===== src/rtl/complex_phase_angle_assert.svh =====
// Assertion macros shared by the phase angle pipeline.
// Each use names a label and the property terms; clk and rst_n come from the module.
`ifndef COMPLEX_PHASE_ANGLE_ASSERT_SVH
`define COMPLEX_PHASE_ANGLE_ASSERT_SVH

`ifndef SYNTH

// A condition that must hold at every edge out of reset.
`define CPA_ASSERT(lbl, cond) \
  lbl: assert property (@(posedge clk) disable iff (!rst_n) (cond)) \
    else $error("phase angle pipeline check failed");

// A consequence that must hold in the cycle after the antecedent.
`define CPA_ASSERT_NEXT(lbl, ante, cons) \
  lbl: assert property (@(posedge clk) disable iff (!rst_n) (ante) |=> (cons)) \
    else $error("phase angle pipeline check failed");

`else

`define CPA_ASSERT(lbl, cond)
`define CPA_ASSERT_NEXT(lbl, ante, cons)

`endif

`endif


===== src/rtl/cpa_pkg.sv =====
package cpa_pkg;

  // Defaults for the top level parameters.
  localparam int SAMPLE_WIDTH_DEF    = 16;
  localparam int ANGLE_FRAC_BITS_DEF = 13;
  localparam int CORDIC_STAGES_DEF   = 16;

  // Growth room for x and y: left half-plane negation and the CORDIC gain.
  localparam int XY_GUARD = 3;

  // Angle accumulator in binary angle units, 2^32 per turn, with headroom.
  localparam int ZW = 34;
  localparam logic signed [ZW-1:0] HALF_TURN = 34'sh0_8000_0000;

  // pi * 2^29, rounded.
  localparam logic signed [31:0] PI_Q29 = 32'sd1686629713;

  // Result phase width.
  localparam int PHASE_W = 16;

  // Tag that travels with every sample through the pipeline.
  typedef struct packed {
    logic zero;
    logic last;
  } cpa_tag_t;

  // atan(2^-i) in binary angle units, rounded to nearest.
  function automatic logic [31:0] stage_angle(input int unsigned idx);
    logic [31:0] a;
    case (idx)
      0:       a = 32'h2000_0000;
      1:       a = 32'h12E4_051E;
      2:       a = 32'h09FB_385B;
      3:       a = 32'h0511_11D4;
      4:       a = 32'h028B_0D43;
      5:       a = 32'h0145_D7E1;
      6:       a = 32'h00A2_F61E;
      7:       a = 32'h0051_7C55;
      8:       a = 32'h0028_BE53;
      9:       a = 32'h0014_5F2F;
      10:      a = 32'h000A_2F98;
      11:      a = 32'h0005_17CC;
      12:      a = 32'h0002_8BE6;
      13:      a = 32'h0001_45F3;
      14:      a = 32'h0000_A2FA;
      15:      a = 32'h0000_517D;
      16:      a = 32'h0000_28BE;
      17:      a = 32'h0000_145F;
      18:      a = 32'h0000_0A30;
      19:      a = 32'h0000_0518;
      20:      a = 32'h0000_028C;
      21:      a = 32'h0000_0146;
      22:      a = 32'h0000_00A3;
      23:      a = 32'h0000_0051;
      24:      a = 32'h0000_0029;
      25:      a = 32'h0000_0014;
      26:      a = 32'h0000_000A;
      27:      a = 32'h0000_0005;
      28:      a = 32'h0000_0003;
      29:      a = 32'h0000_0001;
      30:      a = 32'h0000_0001;
      default: a = 32'h0000_0000;
    endcase
    return a;
  endfunction

endpackage


===== src/rtl/cpa_prerot.sv =====
module cpa_prerot #(
  parameter int SAMPLE_WIDTH = cpa_pkg::SAMPLE_WIDTH_DEF,
  localparam int XW = SAMPLE_WIDTH + cpa_pkg::XY_GUARD
) (
  input  logic                          clk,
  input  logic                          rst_n,
  input  logic                          in_valid,
  output logic                          in_ready,
  input  logic signed [SAMPLE_WIDTH-1:0] in_re,
  input  logic signed [SAMPLE_WIDTH-1:0] in_im,
  input  logic                          in_last,
  output logic                          out_valid,
  input  logic                          out_ready,
  output logic signed [XW-1:0]          out_x,
  output logic signed [XW-1:0]          out_y,
  output logic signed [cpa_pkg::ZW-1:0] out_z,
  output cpa_pkg::cpa_tag_t             out_tag
);
  import cpa_pkg::*;

  logic signed [XW-1:0] x_ext, y_ext;
  logic signed [XW-1:0] x_nxt, y_nxt;
  logic signed [ZW-1:0] z_nxt;
  cpa_tag_t             tag_nxt;
  logic                 valid_r;
  logic signed [XW-1:0] x_r, y_r;
  logic signed [ZW-1:0] z_r;
  cpa_tag_t             tag_r;

  // Sign extend, flag the zero sample and turn the left half-plane by pi.
  always_comb begin
    x_ext = XW'(in_re);
    y_ext = XW'(in_im);
    tag_nxt.zero = (x_ext == '0) && (y_ext == '0);
    tag_nxt.last = in_last;
    if (x_ext[XW-1]) begin
      x_nxt = -x_ext;
      y_nxt = -y_ext;
      z_nxt = y_ext[XW-1] ? -HALF_TURN : HALF_TURN;
    end else begin
      x_nxt = x_ext;
      y_nxt = y_ext;
      z_nxt = '0;
    end
  end

  assign in_ready = !valid_r || out_ready;

  // Stage register; a beat moves in whenever the slot is free or draining.
  always_ff @(posedge clk) begin
    if (!rst_n) begin
      valid_r <= 1'b0;
    end else if (in_ready) begin
      valid_r <= in_valid;
    end
    if (in_valid && in_ready) begin
      x_r   <= x_nxt;
      y_r   <= y_nxt;
      z_r   <= z_nxt;
      tag_r <= tag_nxt;
    end
  end

  assign out_valid = valid_r;
  assign out_x     = x_r;
  assign out_y     = y_r;
  assign out_z     = z_r;
  assign out_tag   = tag_r;

endmodule


===== src/rtl/cpa_stage.sv =====
module cpa_stage #(
  parameter int SAMPLE_WIDTH = cpa_pkg::SAMPLE_WIDTH_DEF,
  parameter int STAGE_IDX    = 0,
  localparam int XW = SAMPLE_WIDTH + cpa_pkg::XY_GUARD
) (
  input  logic                          clk,
  input  logic                          rst_n,
  input  logic                          in_valid,
  output logic                          in_ready,
  input  logic signed [XW-1:0]          in_x,
  input  logic signed [XW-1:0]          in_y,
  input  logic signed [cpa_pkg::ZW-1:0] in_z,
  input  cpa_pkg::cpa_tag_t             in_tag,
  output logic                          out_valid,
  input  logic                          out_ready,
  output logic signed [XW-1:0]          out_x,
  output logic signed [XW-1:0]          out_y,
  output logic signed [cpa_pkg::ZW-1:0] out_z,
  output cpa_pkg::cpa_tag_t             out_tag
);
  import cpa_pkg::*;

  localparam logic signed [ZW-1:0] ANGLE = ZW'(stage_angle(STAGE_IDX));

  logic signed [XW-1:0] xs, ys;
  logic signed [XW-1:0] x_nxt, y_nxt;
  logic signed [ZW-1:0] z_nxt;
  logic                 valid_r;
  logic signed [XW-1:0] x_r, y_r;
  logic signed [ZW-1:0] z_r;
  cpa_tag_t             tag_r;

  // One vectoring micro-rotation toward the positive real axis.
  always_comb begin
    xs = in_x >>> STAGE_IDX;
    ys = in_y >>> STAGE_IDX;
    if (!in_y[XW-1]) begin
      x_nxt = in_x + ys;
      y_nxt = in_y - xs;
      z_nxt = in_z + ANGLE;
    end else begin
      x_nxt = in_x - ys;
      y_nxt = in_y + xs;
      z_nxt = in_z - ANGLE;
    end
  end

  assign in_ready = !valid_r || out_ready;

  // Stage register.
  always_ff @(posedge clk) begin
    if (!rst_n) begin
      valid_r <= 1'b0;
    end else if (in_ready) begin
      valid_r <= in_valid;
    end
    if (in_valid && in_ready) begin
      x_r   <= x_nxt;
      y_r   <= y_nxt;
      z_r   <= z_nxt;
      tag_r <= in_tag;
    end
  end

  assign out_valid = valid_r;
  assign out_x     = x_r;
  assign out_y     = y_r;
  assign out_z     = z_r;
  assign out_tag   = tag_r;

endmodule


===== src/rtl/cpa_convert.sv =====
module cpa_convert #(
  parameter int ANGLE_FRAC_BITS = cpa_pkg::ANGLE_FRAC_BITS_DEF
) (
  input  logic                               clk,
  input  logic                               rst_n,
  input  logic                               in_valid,
  output logic                               in_ready,
  input  logic signed [cpa_pkg::ZW-1:0]      in_z,
  input  cpa_pkg::cpa_tag_t                  in_tag,
  output logic                               out_valid,
  input  logic                               out_ready,
  output logic signed [cpa_pkg::PHASE_W-1:0] out_phase,
  output cpa_pkg::cpa_tag_t                  out_tag
);
  import cpa_pkg::*;

  `include "complex_phase_angle_assert.svh"

  // Binary angle times pi*2^29 carries 60 fraction bits.
  localparam int SHIFT = 60 - ANGLE_FRAC_BITS;
  localparam logic signed [63:0] ROUND_HALF = 64'sd1 <<< (SHIFT - 1);

  logic signed [ZW-1:0]      zc_full;
  logic signed [ZW-2:0]      zc_nxt;
  logic signed [63:0]        prod_nxt;
  logic signed [63:0]        sum;
  logic signed [63:0]        shifted;
  logic signed [PHASE_W-1:0] phase_nxt;

  logic                      val_a_r, val_b_r, val_c_r;
  logic                      rdy_a, rdy_b, rdy_c;
  logic signed [ZW-2:0]      zc_r;
  logic signed [63:0]        prod_r;
  logic signed [PHASE_W-1:0] phase_r;
  cpa_tag_t                  tag_a_r, tag_b_r, tag_c_r;

  // Ready chain: a slot takes a beat when empty or when its successor drains.
  assign rdy_c    = !val_c_r || out_ready;
  assign rdy_b    = !val_b_r || rdy_c;
  assign rdy_a    = !val_a_r || rdy_b;
  assign in_ready = rdy_a;

  // Clamp the residual angle to the closed range -pi..pi.
  always_comb begin
    if (in_z > HALF_TURN) begin
      zc_full = HALF_TURN;
    end else if (in_z < -HALF_TURN) begin
      zc_full = -HALF_TURN;
    end else begin
      zc_full = in_z;
    end
    zc_nxt = zc_full[ZW-2:0];
  end

  // Scale to radians, then round half up and drop the extra fraction bits.
  assign prod_nxt  = zc_r * PI_Q29;
  assign sum       = prod_r + ROUND_HALF;
  assign shifted   = sum >>> SHIFT;
  assign phase_nxt = tag_b_r.zero ? '0 : shifted[PHASE_W-1:0];

  always_ff @(posedge clk) begin
    if (!rst_n) begin
      val_a_r <= 1'b0;
      val_b_r <= 1'b0;
      val_c_r <= 1'b0;
    end else begin
      if (rdy_a) begin
        val_a_r <= in_valid;
      end
      if (rdy_b) begin
        val_b_r <= val_a_r;
      end
      if (rdy_c) begin
        val_c_r <= val_b_r;
      end
    end
    if (in_valid && rdy_a) begin
      zc_r    <= zc_nxt;
      tag_a_r <= in_tag;
    end
    if (val_a_r && rdy_b) begin
      prod_r  <= prod_nxt;
      tag_b_r <= tag_a_r;
    end
    if (val_b_r && rdy_c) begin
      phase_r <= phase_nxt;
      tag_c_r <= tag_b_r;
    end
  end

  assign out_valid = val_c_r;
  assign out_phase = phase_r;
  assign out_tag   = tag_c_r;

  // The clamped angle never leaves -pi..pi.
  `CPA_ASSERT(a_clamp_range, !val_a_r || (zc_r <= HALF_TURN && zc_r >= -HALF_TURN))
  // A zero sample always leaves with phase zero.
  `CPA_ASSERT(a_zero_phase, !val_c_r || !tag_c_r.zero || phase_r == '0)
  // A product blocked by a full output slot stays in place.
  `CPA_ASSERT_NEXT(a_prod_hold, val_b_r && !rdy_c, val_b_r && $stable(prod_r))

endmodule


===== src/rtl/complex_phase_angle.sv =====
// Phase angle of a complex sample, atan2(im, re), in the closed range -pi..pi.
// Input channel: in_valid/in_ready with in_sample_re, in_sample_im (signed,
// SAMPLE_WIDTH bits) and in_last_in. Output channel: out_valid/out_ready with
// out_phase (signed 16-bit radians, ANGLE_FRAC_BITS fraction bits, pi = 25736
// at 13) and out_last_out, a copy of the input flag.
// The path is registered: one pre-rotation stage, one register per
// CORDIC micro-rotation, then clamp, multiply by pi and rounding stages.
// Throughput is one beat per cycle while the receiver does not stall; every
// stage is a shift-add or a single 33 by 32 multiply between registers.
// A sample that is exactly zero returns phase 0; one on the negative real
// axis returns +pi.
// Reset empties the pipeline; no results are pending afterwards.
// Each stage holds its own valid bit, so when the receiver stalls the beats
// pack up behind the output register, and in_ready drops only once every
// stage is full. Nothing is lost or repeated under a stall.
module complex_phase_angle #(
  parameter int SAMPLE_WIDTH    = cpa_pkg::SAMPLE_WIDTH_DEF,
  parameter int ANGLE_FRAC_BITS = cpa_pkg::ANGLE_FRAC_BITS_DEF,
  parameter int CORDIC_STAGES   = cpa_pkg::CORDIC_STAGES_DEF
) (
  input  logic                               clk,
  input  logic                               rst_n,
  input  logic                               in_valid,
  output logic                               in_ready,
  input  logic signed [SAMPLE_WIDTH-1:0]     in_sample_re,
  input  logic signed [SAMPLE_WIDTH-1:0]     in_sample_im,
  input  logic                               in_last_in,
  output logic                               out_valid,
  input  logic                               out_ready,
  output logic signed [cpa_pkg::PHASE_W-1:0] out_phase,
  output logic                               out_last_out
);
  import cpa_pkg::*;

  localparam int XW = SAMPLE_WIDTH + XY_GUARD;

  // Stage k drives slot k+1; slot 0 is the pre-rotation output.
  logic                 valid_s [CORDIC_STAGES+1];
  logic                 ready_s [CORDIC_STAGES+1];
  logic signed [XW-1:0] x_s     [CORDIC_STAGES+1];
  logic signed [XW-1:0] y_s     [CORDIC_STAGES+1];
  logic signed [ZW-1:0] z_s     [CORDIC_STAGES+1];
  cpa_tag_t             tag_s   [CORDIC_STAGES+1];
  cpa_tag_t             out_tag;

  // Sign extension, zero detect and left half-plane turn.
  cpa_prerot #(
    .SAMPLE_WIDTH(SAMPLE_WIDTH)
  ) u_prerot (
    .clk      (clk),
    .rst_n    (rst_n),
    .in_valid (in_valid),
    .in_ready (in_ready),
    .in_re    (in_sample_re),
    .in_im    (in_sample_im),
    .in_last  (in_last_in),
    .out_valid(valid_s[0]),
    .out_ready(ready_s[0]),
    .out_x    (x_s[0]),
    .out_y    (y_s[0]),
    .out_z    (z_s[0]),
    .out_tag  (tag_s[0])
  );

  // CORDIC vectoring chain, one registered micro-rotation per stage.
  for (genvar k = 0; k < CORDIC_STAGES; k++) begin : g_stage
    cpa_stage #(
      .SAMPLE_WIDTH(SAMPLE_WIDTH),
      .STAGE_IDX   (k)
    ) u_stage (
      .clk      (clk),
      .rst_n    (rst_n),
      .in_valid (valid_s[k]),
      .in_ready (ready_s[k]),
      .in_x     (x_s[k]),
      .in_y     (y_s[k]),
      .in_z     (z_s[k]),
      .in_tag   (tag_s[k]),
      .out_valid(valid_s[k+1]),
      .out_ready(ready_s[k+1]),
      .out_x    (x_s[k+1]),
      .out_y    (y_s[k+1]),
      .out_z    (z_s[k+1]),
      .out_tag  (tag_s[k+1])
    );
  end

  // Clamp, scale to radians and round.
  cpa_convert #(
    .ANGLE_FRAC_BITS(ANGLE_FRAC_BITS)
  ) u_convert (
    .clk      (clk),
    .rst_n    (rst_n),
    .in_valid (valid_s[CORDIC_STAGES]),
    .in_ready (ready_s[CORDIC_STAGES]),
    .in_z     (z_s[CORDIC_STAGES]),
    .in_tag   (tag_s[CORDIC_STAGES]),
    .out_valid(out_valid),
    .out_ready(out_ready),
    .out_phase(out_phase),
    .out_tag  (out_tag)
  );

  assign out_last_out = out_tag.last;

endmodule


===== config.mk =====
export PLATFORM = sky130hd
export DESIGN_NAME = complex_phase_angle
export DESIGN_NICKNAME = d
export VERILOG_FILES = /design/src/rtl/cpa_pkg.sv /design/src/rtl/cpa_prerot.sv /design/src/rtl/cpa_stage.sv /design/src/rtl/cpa_convert.sv /design/src/rtl/complex_phase_angle.sv
export VERILOG_INCLUDE_DIRS = /design/src /design/src/rtl
export SDC_FILE = /design/constraint.sdc
export NUM_CORES = 2
export LEC_CHECK = 0
export BUFFER_PORTS_ARGS = -buffer_cell sky130_fd_sc_hd__buf_2
export CORE_ASPECT_RATIO = 0.7
export CORE_MARGIN = 5
export CORE_UTILIZATION = 45
export CTS_CLUSTER_SIZE = 40
export DETAILED_ROUTE_END_ITERATION = 10
export GPL_ROUTABILITY_DRIVEN = 0
export PLACE_DENSITY_LB_ADDON = 0.12
export SYNTH_ARGS = -nofsm -noshare
export SYNTH_HDL_FRONTEND = slang
export SYNTH_HIERARCHICAL = 1
export SYNTH_SLANG_ARGS = --single-unit
export TNS_END_PERCENT = 50

===== constraint.sdc =====
create_clock -name clk -period 9.1 [get_ports clk]
set_clock_uncertainty 0.1 [all_clocks]
set_input_delay 0.455 -clock clk [delete_from_list [all_inputs] [get_ports clk]]
set_output_delay 0.455 -clock clk [all_outputs]
set_load 0.01 [all_outputs]

# Yosys cells after proc, flatten, opt, wreduce, memory -nomap -nowiden
# Cells that the tools add are included.
# word_totals
regBits	1338
output_inout_bits	19
# op_classes
n_mux	49
magnitude_cmp	2
reduce_logical	64
mul	1
add_sub_neg	92
# ops
cell	n
$mux W34	17
$mux W19	30
$add A63 B48 Y63 const B	1
$mul A33 B32 Y63 const B	1
$add A19 B10 Y19	2
$add A19 B11 Y19	2
$add A19 B12 Y19	2
$add A19 B13 Y19	2
$add A19 B14 Y19	2
$add A19 B15 Y19	2
$add A19 B16 Y19	2
$add A19 B17 Y19	2
$add A19 B18 Y19	2
$add A19 B6 Y19	2
$add A19 B7 Y19	2
$add A19 B8 Y19	2
$add A19 B9 Y19	2
$logic_not A19 Y1	2
$neg A16 Y19	2
$sub A19 B10 Y19	2
$sub A19 B11 Y19	2
$sub A19 B12 Y19	2
$sub A19 B13 Y19	2
$sub A19 B14 Y19	2
other kinds (52)	119

# Logic depth before layout (Yosys ltp)
# depth
ltp_word	22
ltp_mapped	26
mapped_depth_nobuf	26

# By module
# The synthesis kept the hierarchy.
# by_module_without_submodules
mod	instances	cells_each	seq_area_each_um2	area_per_inst_um2
cpa_convert	1	2073	2222.1	20961.4
cpa_stage at g_stage[2].u_stage	1	659	2242.2	6309.8
cpa_stage at g_stage[5].u_stage	1	653	2242.2	6307.3
cpa_stage at g_stage[3].u_stage	1	672	2242.2	6286.0
cpa_stage at g_stage[13].u_stage	1	645	2242.2	6251.0
cpa_stage at g_stage[1].u_stage	1	638	2242.2	6231.0
cpa_stage at g_stage[6].u_stage	1	626	2242.2	6226.0
cpa_stage at g_stage[14].u_stage	1	635	2242.2	6178.4
cpa_stage at g_stage[4].u_stage	1	640	2242.2	6178.4
cpa_stage at g_stage[7].u_stage	1	636	2242.2	6134.6
cpa_stage at g_stage[9].u_stage	1	629	2242.2	6129.6
cpa_stage at g_stage[8].u_stage	1	614	2242.2	6047.0
cpa_stage at g_stage[12].u_stage	1	606	2242.2	6045.8
cpa_stage at g_stage[10].u_stage	1	586	2242.2	5845.6
+4 rows	--	--	--	--

# Worst setup path before layout
# No wires, ideal clock.
# synth_path
kind	flip-flop to flip-flop
from	register u_convert.zc_r[32]
to	register u_convert.prod_r[57] (data pin)
path_stages_with_launch	26
path_slack_ns	0.033
setup_ns	0.258
arrival_time_ns	8.709
period_less_slack_ns	9.067
t_required_ns	8.742
cell_sequence	edfxtp_1 buf_2 inv_1 clkbuf_1 fa_1 inv_1 fa_1 inv_1 fa_1 inv_1 ha_1 fa_1 fa_1 inv_1 fa_1 fa_1 inv_1 ha_1 a21oi_1 o21ai_0 or2_2 a2111oi_4 nor2_2 a211o_1 a31oi_2 xnor2_1
# synth_between
elab_chain_len	1
# synth_rtl
element	line	source
start: declaration	cpa_convert.sv:32	logic signed [ZW-2:0] zc_r;
start signal: assignment	cpa_convert.sv:78	zc_r <= zc_nxt;
$mul A33 B32 Y63	cpa_convert.sv:56	assign prod_nxt = zc_r * PI_Q29;
named net u_convert.prod_nxt[57]	cpa_convert.sv:25	logic signed [63:0] prod_nxt;
end signal: assignment	cpa_convert.sv:82	prod_r <= prod_nxt;
end: declaration	cpa_convert.sv:33	logic signed [63:0] prod_r;
# The timed path passes the listed nets, and every way through them passes these cells.
# A chain may end at the register's enable or synchronous reset.

# Worst setup path in the final report
# layout_path
from	register u_convert.zc_r[26]
to	register u_convert.prod_r[61] (data pin)
# The elaborated chain is that of the path after synthesis.

==> results.json <==
{
  "arrival_ps": 8690,
  "grt_usage_pct": 21.9,
  "overflow": 0,
  "grt_pass1_wl_um": 470000,
  "outcome": "completed",
  "cts_htree_levels": 4,
  "die_x_um": 613,
  "max-cap-violations": 0,
  "end_kind": "flip-flop",
  "setup.worst_path.class": "reg -> reg",
  "first_global_vias": 83400,
  "cts_resized": 0,
  "irDropWorstVdd_mv": 0.122,
  "io_buffers": 55,
  "core_um2": 252000,
  "vias": 85500,
  "path_clk_slew_ps": 60,
  "postLayoutCellArea_um2": 123000,
  "hold_path_class": "in -> reg",
  "crit_buf_inv": 7,
  "rr_worst_depth": 24,
  "io_pins": 56,
  "num-nets-final": 13600,
  "cpPeakStageDelay_ps": 750,
  "fin_crit_sh_pct": 91.2,
  "syn_avg_cell_area_um2": 9.86,
  "post_cts_buffers": 0,
  "cts_buffers": 145,
  "r2r-start": "u_convert/zc_r[26]",
  "required_ps": 9490,
  "routed_wl_um": 295000,
  "final-setup-viol-count": 0,
  "regToRegSetupSlack_ps": 800,
  "drive_above_1_share_pct": 5.13,
  "whs_path_depth": 3,
  "grt_max_degree": 75,
  "worst_pin_slew_ps": 1340,
  "drv_slew": 0,
  "cts_max_path_buffers": 4,
  "min_to": "u_prerot/out_x[1]",
  "synthCells": 11600,
  "crit_slowest_cell": "edfxtp_1",
  "insertion_delay_ps": 790,
  "cts-root-buf": "clkbuf_16",
  "cts.sinks": 1227,
  "p_per_area_nw_per_um2": 114,
  "die_area_um2": 265000,
  "slew_headroom_pct": 9.35,
  "r2r_end": "u_convert/prod_r[61]",
  "min_from": "in_sample_re[1]",
  "antenna_left": 0,
  "finalSetupTns_ps": 0,
  "rsz0062_at_grt": "false",
  "yosysWarnings": 6,
  "avgViaCountPerCell": 5.64,
  "antenna_found_initial": 4,
  "dr.first_iter.drc_count": 6427,
  "initial_core_util_pct": 45.3,
  "firstDrtPassIters": 6,
  "wl_per_cell_um": 19.5,
  "dpl_cell_area_um2": 118000,
  "critPathMaxFanout": 9,
  "worstPathCellList": "inv_1 > fa_1 > inv_1 > fa_1 > inv_1 > fa_1 > inv_1 > ha_1 > fa_1 > fa_1 > fa_1 > inv_1 > fa_1 > inv_1 > ha_1 > nand4_1 > nor2_1 > inv_1 > nor4_1 > o32ai_1 > nor3_1 > nor2_1 > o211ai_1 > xor2_1",
  "syn2layout_area_growth_pct": 7.86,
  "p_leak_uw": 0.0523,
  "critPathTopFamily": "adder cells",
  "crit_path_start_kind": "flip-flop",
  "fmax_ghz": 0.120,
  "tritoncts": "built",
  "route.detailed.drc": 0,
  "die_y_um": 432,
  "synth_area_um2": 114000,
  "cts_hold_buf": 40,
  "dp_hpwl_um": 237000,
  "row_count": 154,
  "fin_crit_ps": 8300,
  "finalHoldViolations": 0
}
==> registers in the layout, indices dropped and copies added (netlist names) <==
signal,cells
u_convert/val_a_r,1
u_prerot/out_tag,2
u_convert/tag_b_r,2
u_convert/out_phase,16
g_stage.u_stage/out_valid,16
g_stage.u_stage/out_y,267
g_stage.u_stage/out_x,251
u_convert/out_valid,1
u_convert/out_tag,1
u_prerot/out_y,19
g_stage.u_stage/out_z,544
u_convert/zc_r,33
u_prerot/out_z,2
u_prerot/out_x,19
u_convert/val_b_r,1
u_convert/tag_a_r,2
g_stage.u_stage/out_tag,32
u_prerot/out_valid,1
u_convert/prod_r,17
==> layout make-up <==
type | instances | area (um^2)
fillers | 23000 | 129000
multi-input cells | 8919 | 72100
flip-flops and latches | 1227 | 36600
inverters | 1261 | 4740
well taps | 3354 | 4200
clock buffers | 169 | 3820
repair buffers | 148 | 1070
clock inverters | 84 | 785
diodes | 1 | 2.50
==> layer usage <==
metal / share of wire [%] / routed length, um / track usage (%) / vias to the layer above
met5: 0 / 0 / 0 / -
met4: 2.1 / 6280 / 4.62 / 0
met3: 4.9 / 14600 / 2.88 / 302
met2: 44 / 129000 / 33.9 / 2007
met1: 49 / 146000 / 32.8 / 41400
li1: - / - / - / 41800
==> worst max path at each step <==
stage                             from                   end  cells after the start
finish              u_convert/zc_r[26]  u_convert/prod_r[61]                     24
global route        u_convert/zc_r[26]  u_convert/prod_r[61]                     24
CTS                 u_convert/zc_r[26]  u_convert/prod_r[61]                     24
detailed placement  u_convert/zc_r[26]  u_convert/prod_r[61]                     24
global placement    u_convert/zc_r[30]  u_convert/prod_r[60]                     24
floorplan           u_convert/zc_r[32]  u_convert/prod_r[57]                     25
==> layout by cell type, fill, tap and decap left out, types with 53 or more instances in the layout <==
master     instances
o21a_1           126
nor4_1            66
nand4_1          116
buf_4             53
nor2_1           811
a211oi_1          98
clkbuf_16        149
and3_1           120
a21o_1           389
nor3_1           208
buf_2             55
fa_1             478
nor2b_1          152
edfxtp_1        1207
o21ai_0          489
xor2_1           455
nand2b_1         120
o211ai_1          62
inv_1           1254
and2_1            64
xnor2_1          772
nand2_1          580
a21oi_1          989
o21bai_1         115
ha_1            1432
a31oi_1          112
nand3_1          208
==> power breakdown <==
part	leakage (uW)	internal (uW)	switching, uW
Sequential	0.0111	6360	97.6
Combinational	0.0390	781	1090
Clock	0.00223	3340	2450
Total	0.0523	10500	3640
==> per-stage QoR <==
| stage | total power, uW | hold slack (ps) | setup slack, ps | std cells | util [%] |
|---|---|---|---|---|---|
| 2_1_floorplan | 7980 | 300 | 33.2 | 11600 | - |
| 3_3_place_gp | 8390 | 301 | 1040 | 14900 | 46.9 |
| 3_5_place_dp | 8410 | 305 | 918 | 14900 | 46.9 |
| 4_1_cts | 14300 | 25.4 | 852 | 15200 | 48.9 |
| 5_1_grt | 14800 | 64.3 | 542 | 15200 | 48.9 |
| 6_report | 14100 | 111 | 800 | 15200 | 48.9 |
==> worst register-to-register path, cell delays in order, from the launching register on <==
cell	delay, ps
edfxtp_1	750
inv_1	300
fa_1	590
inv_1	50
fa_1	490
inv_1	50
fa_1	530
inv_1	50
ha_1	310
fa_1	480
fa_1	540
fa_1	570
inv_1	60
fa_1	500
inv_1	50
ha_1	290
nand4_1	190
nor2_1	470
inv_1	80
nor4_1	480
o32ai_1	260
nor3_1	330
nor2_1	170
o211ai_1	240
xor2_1	110
Note: power is estimated with default switching activity, not from simulation.
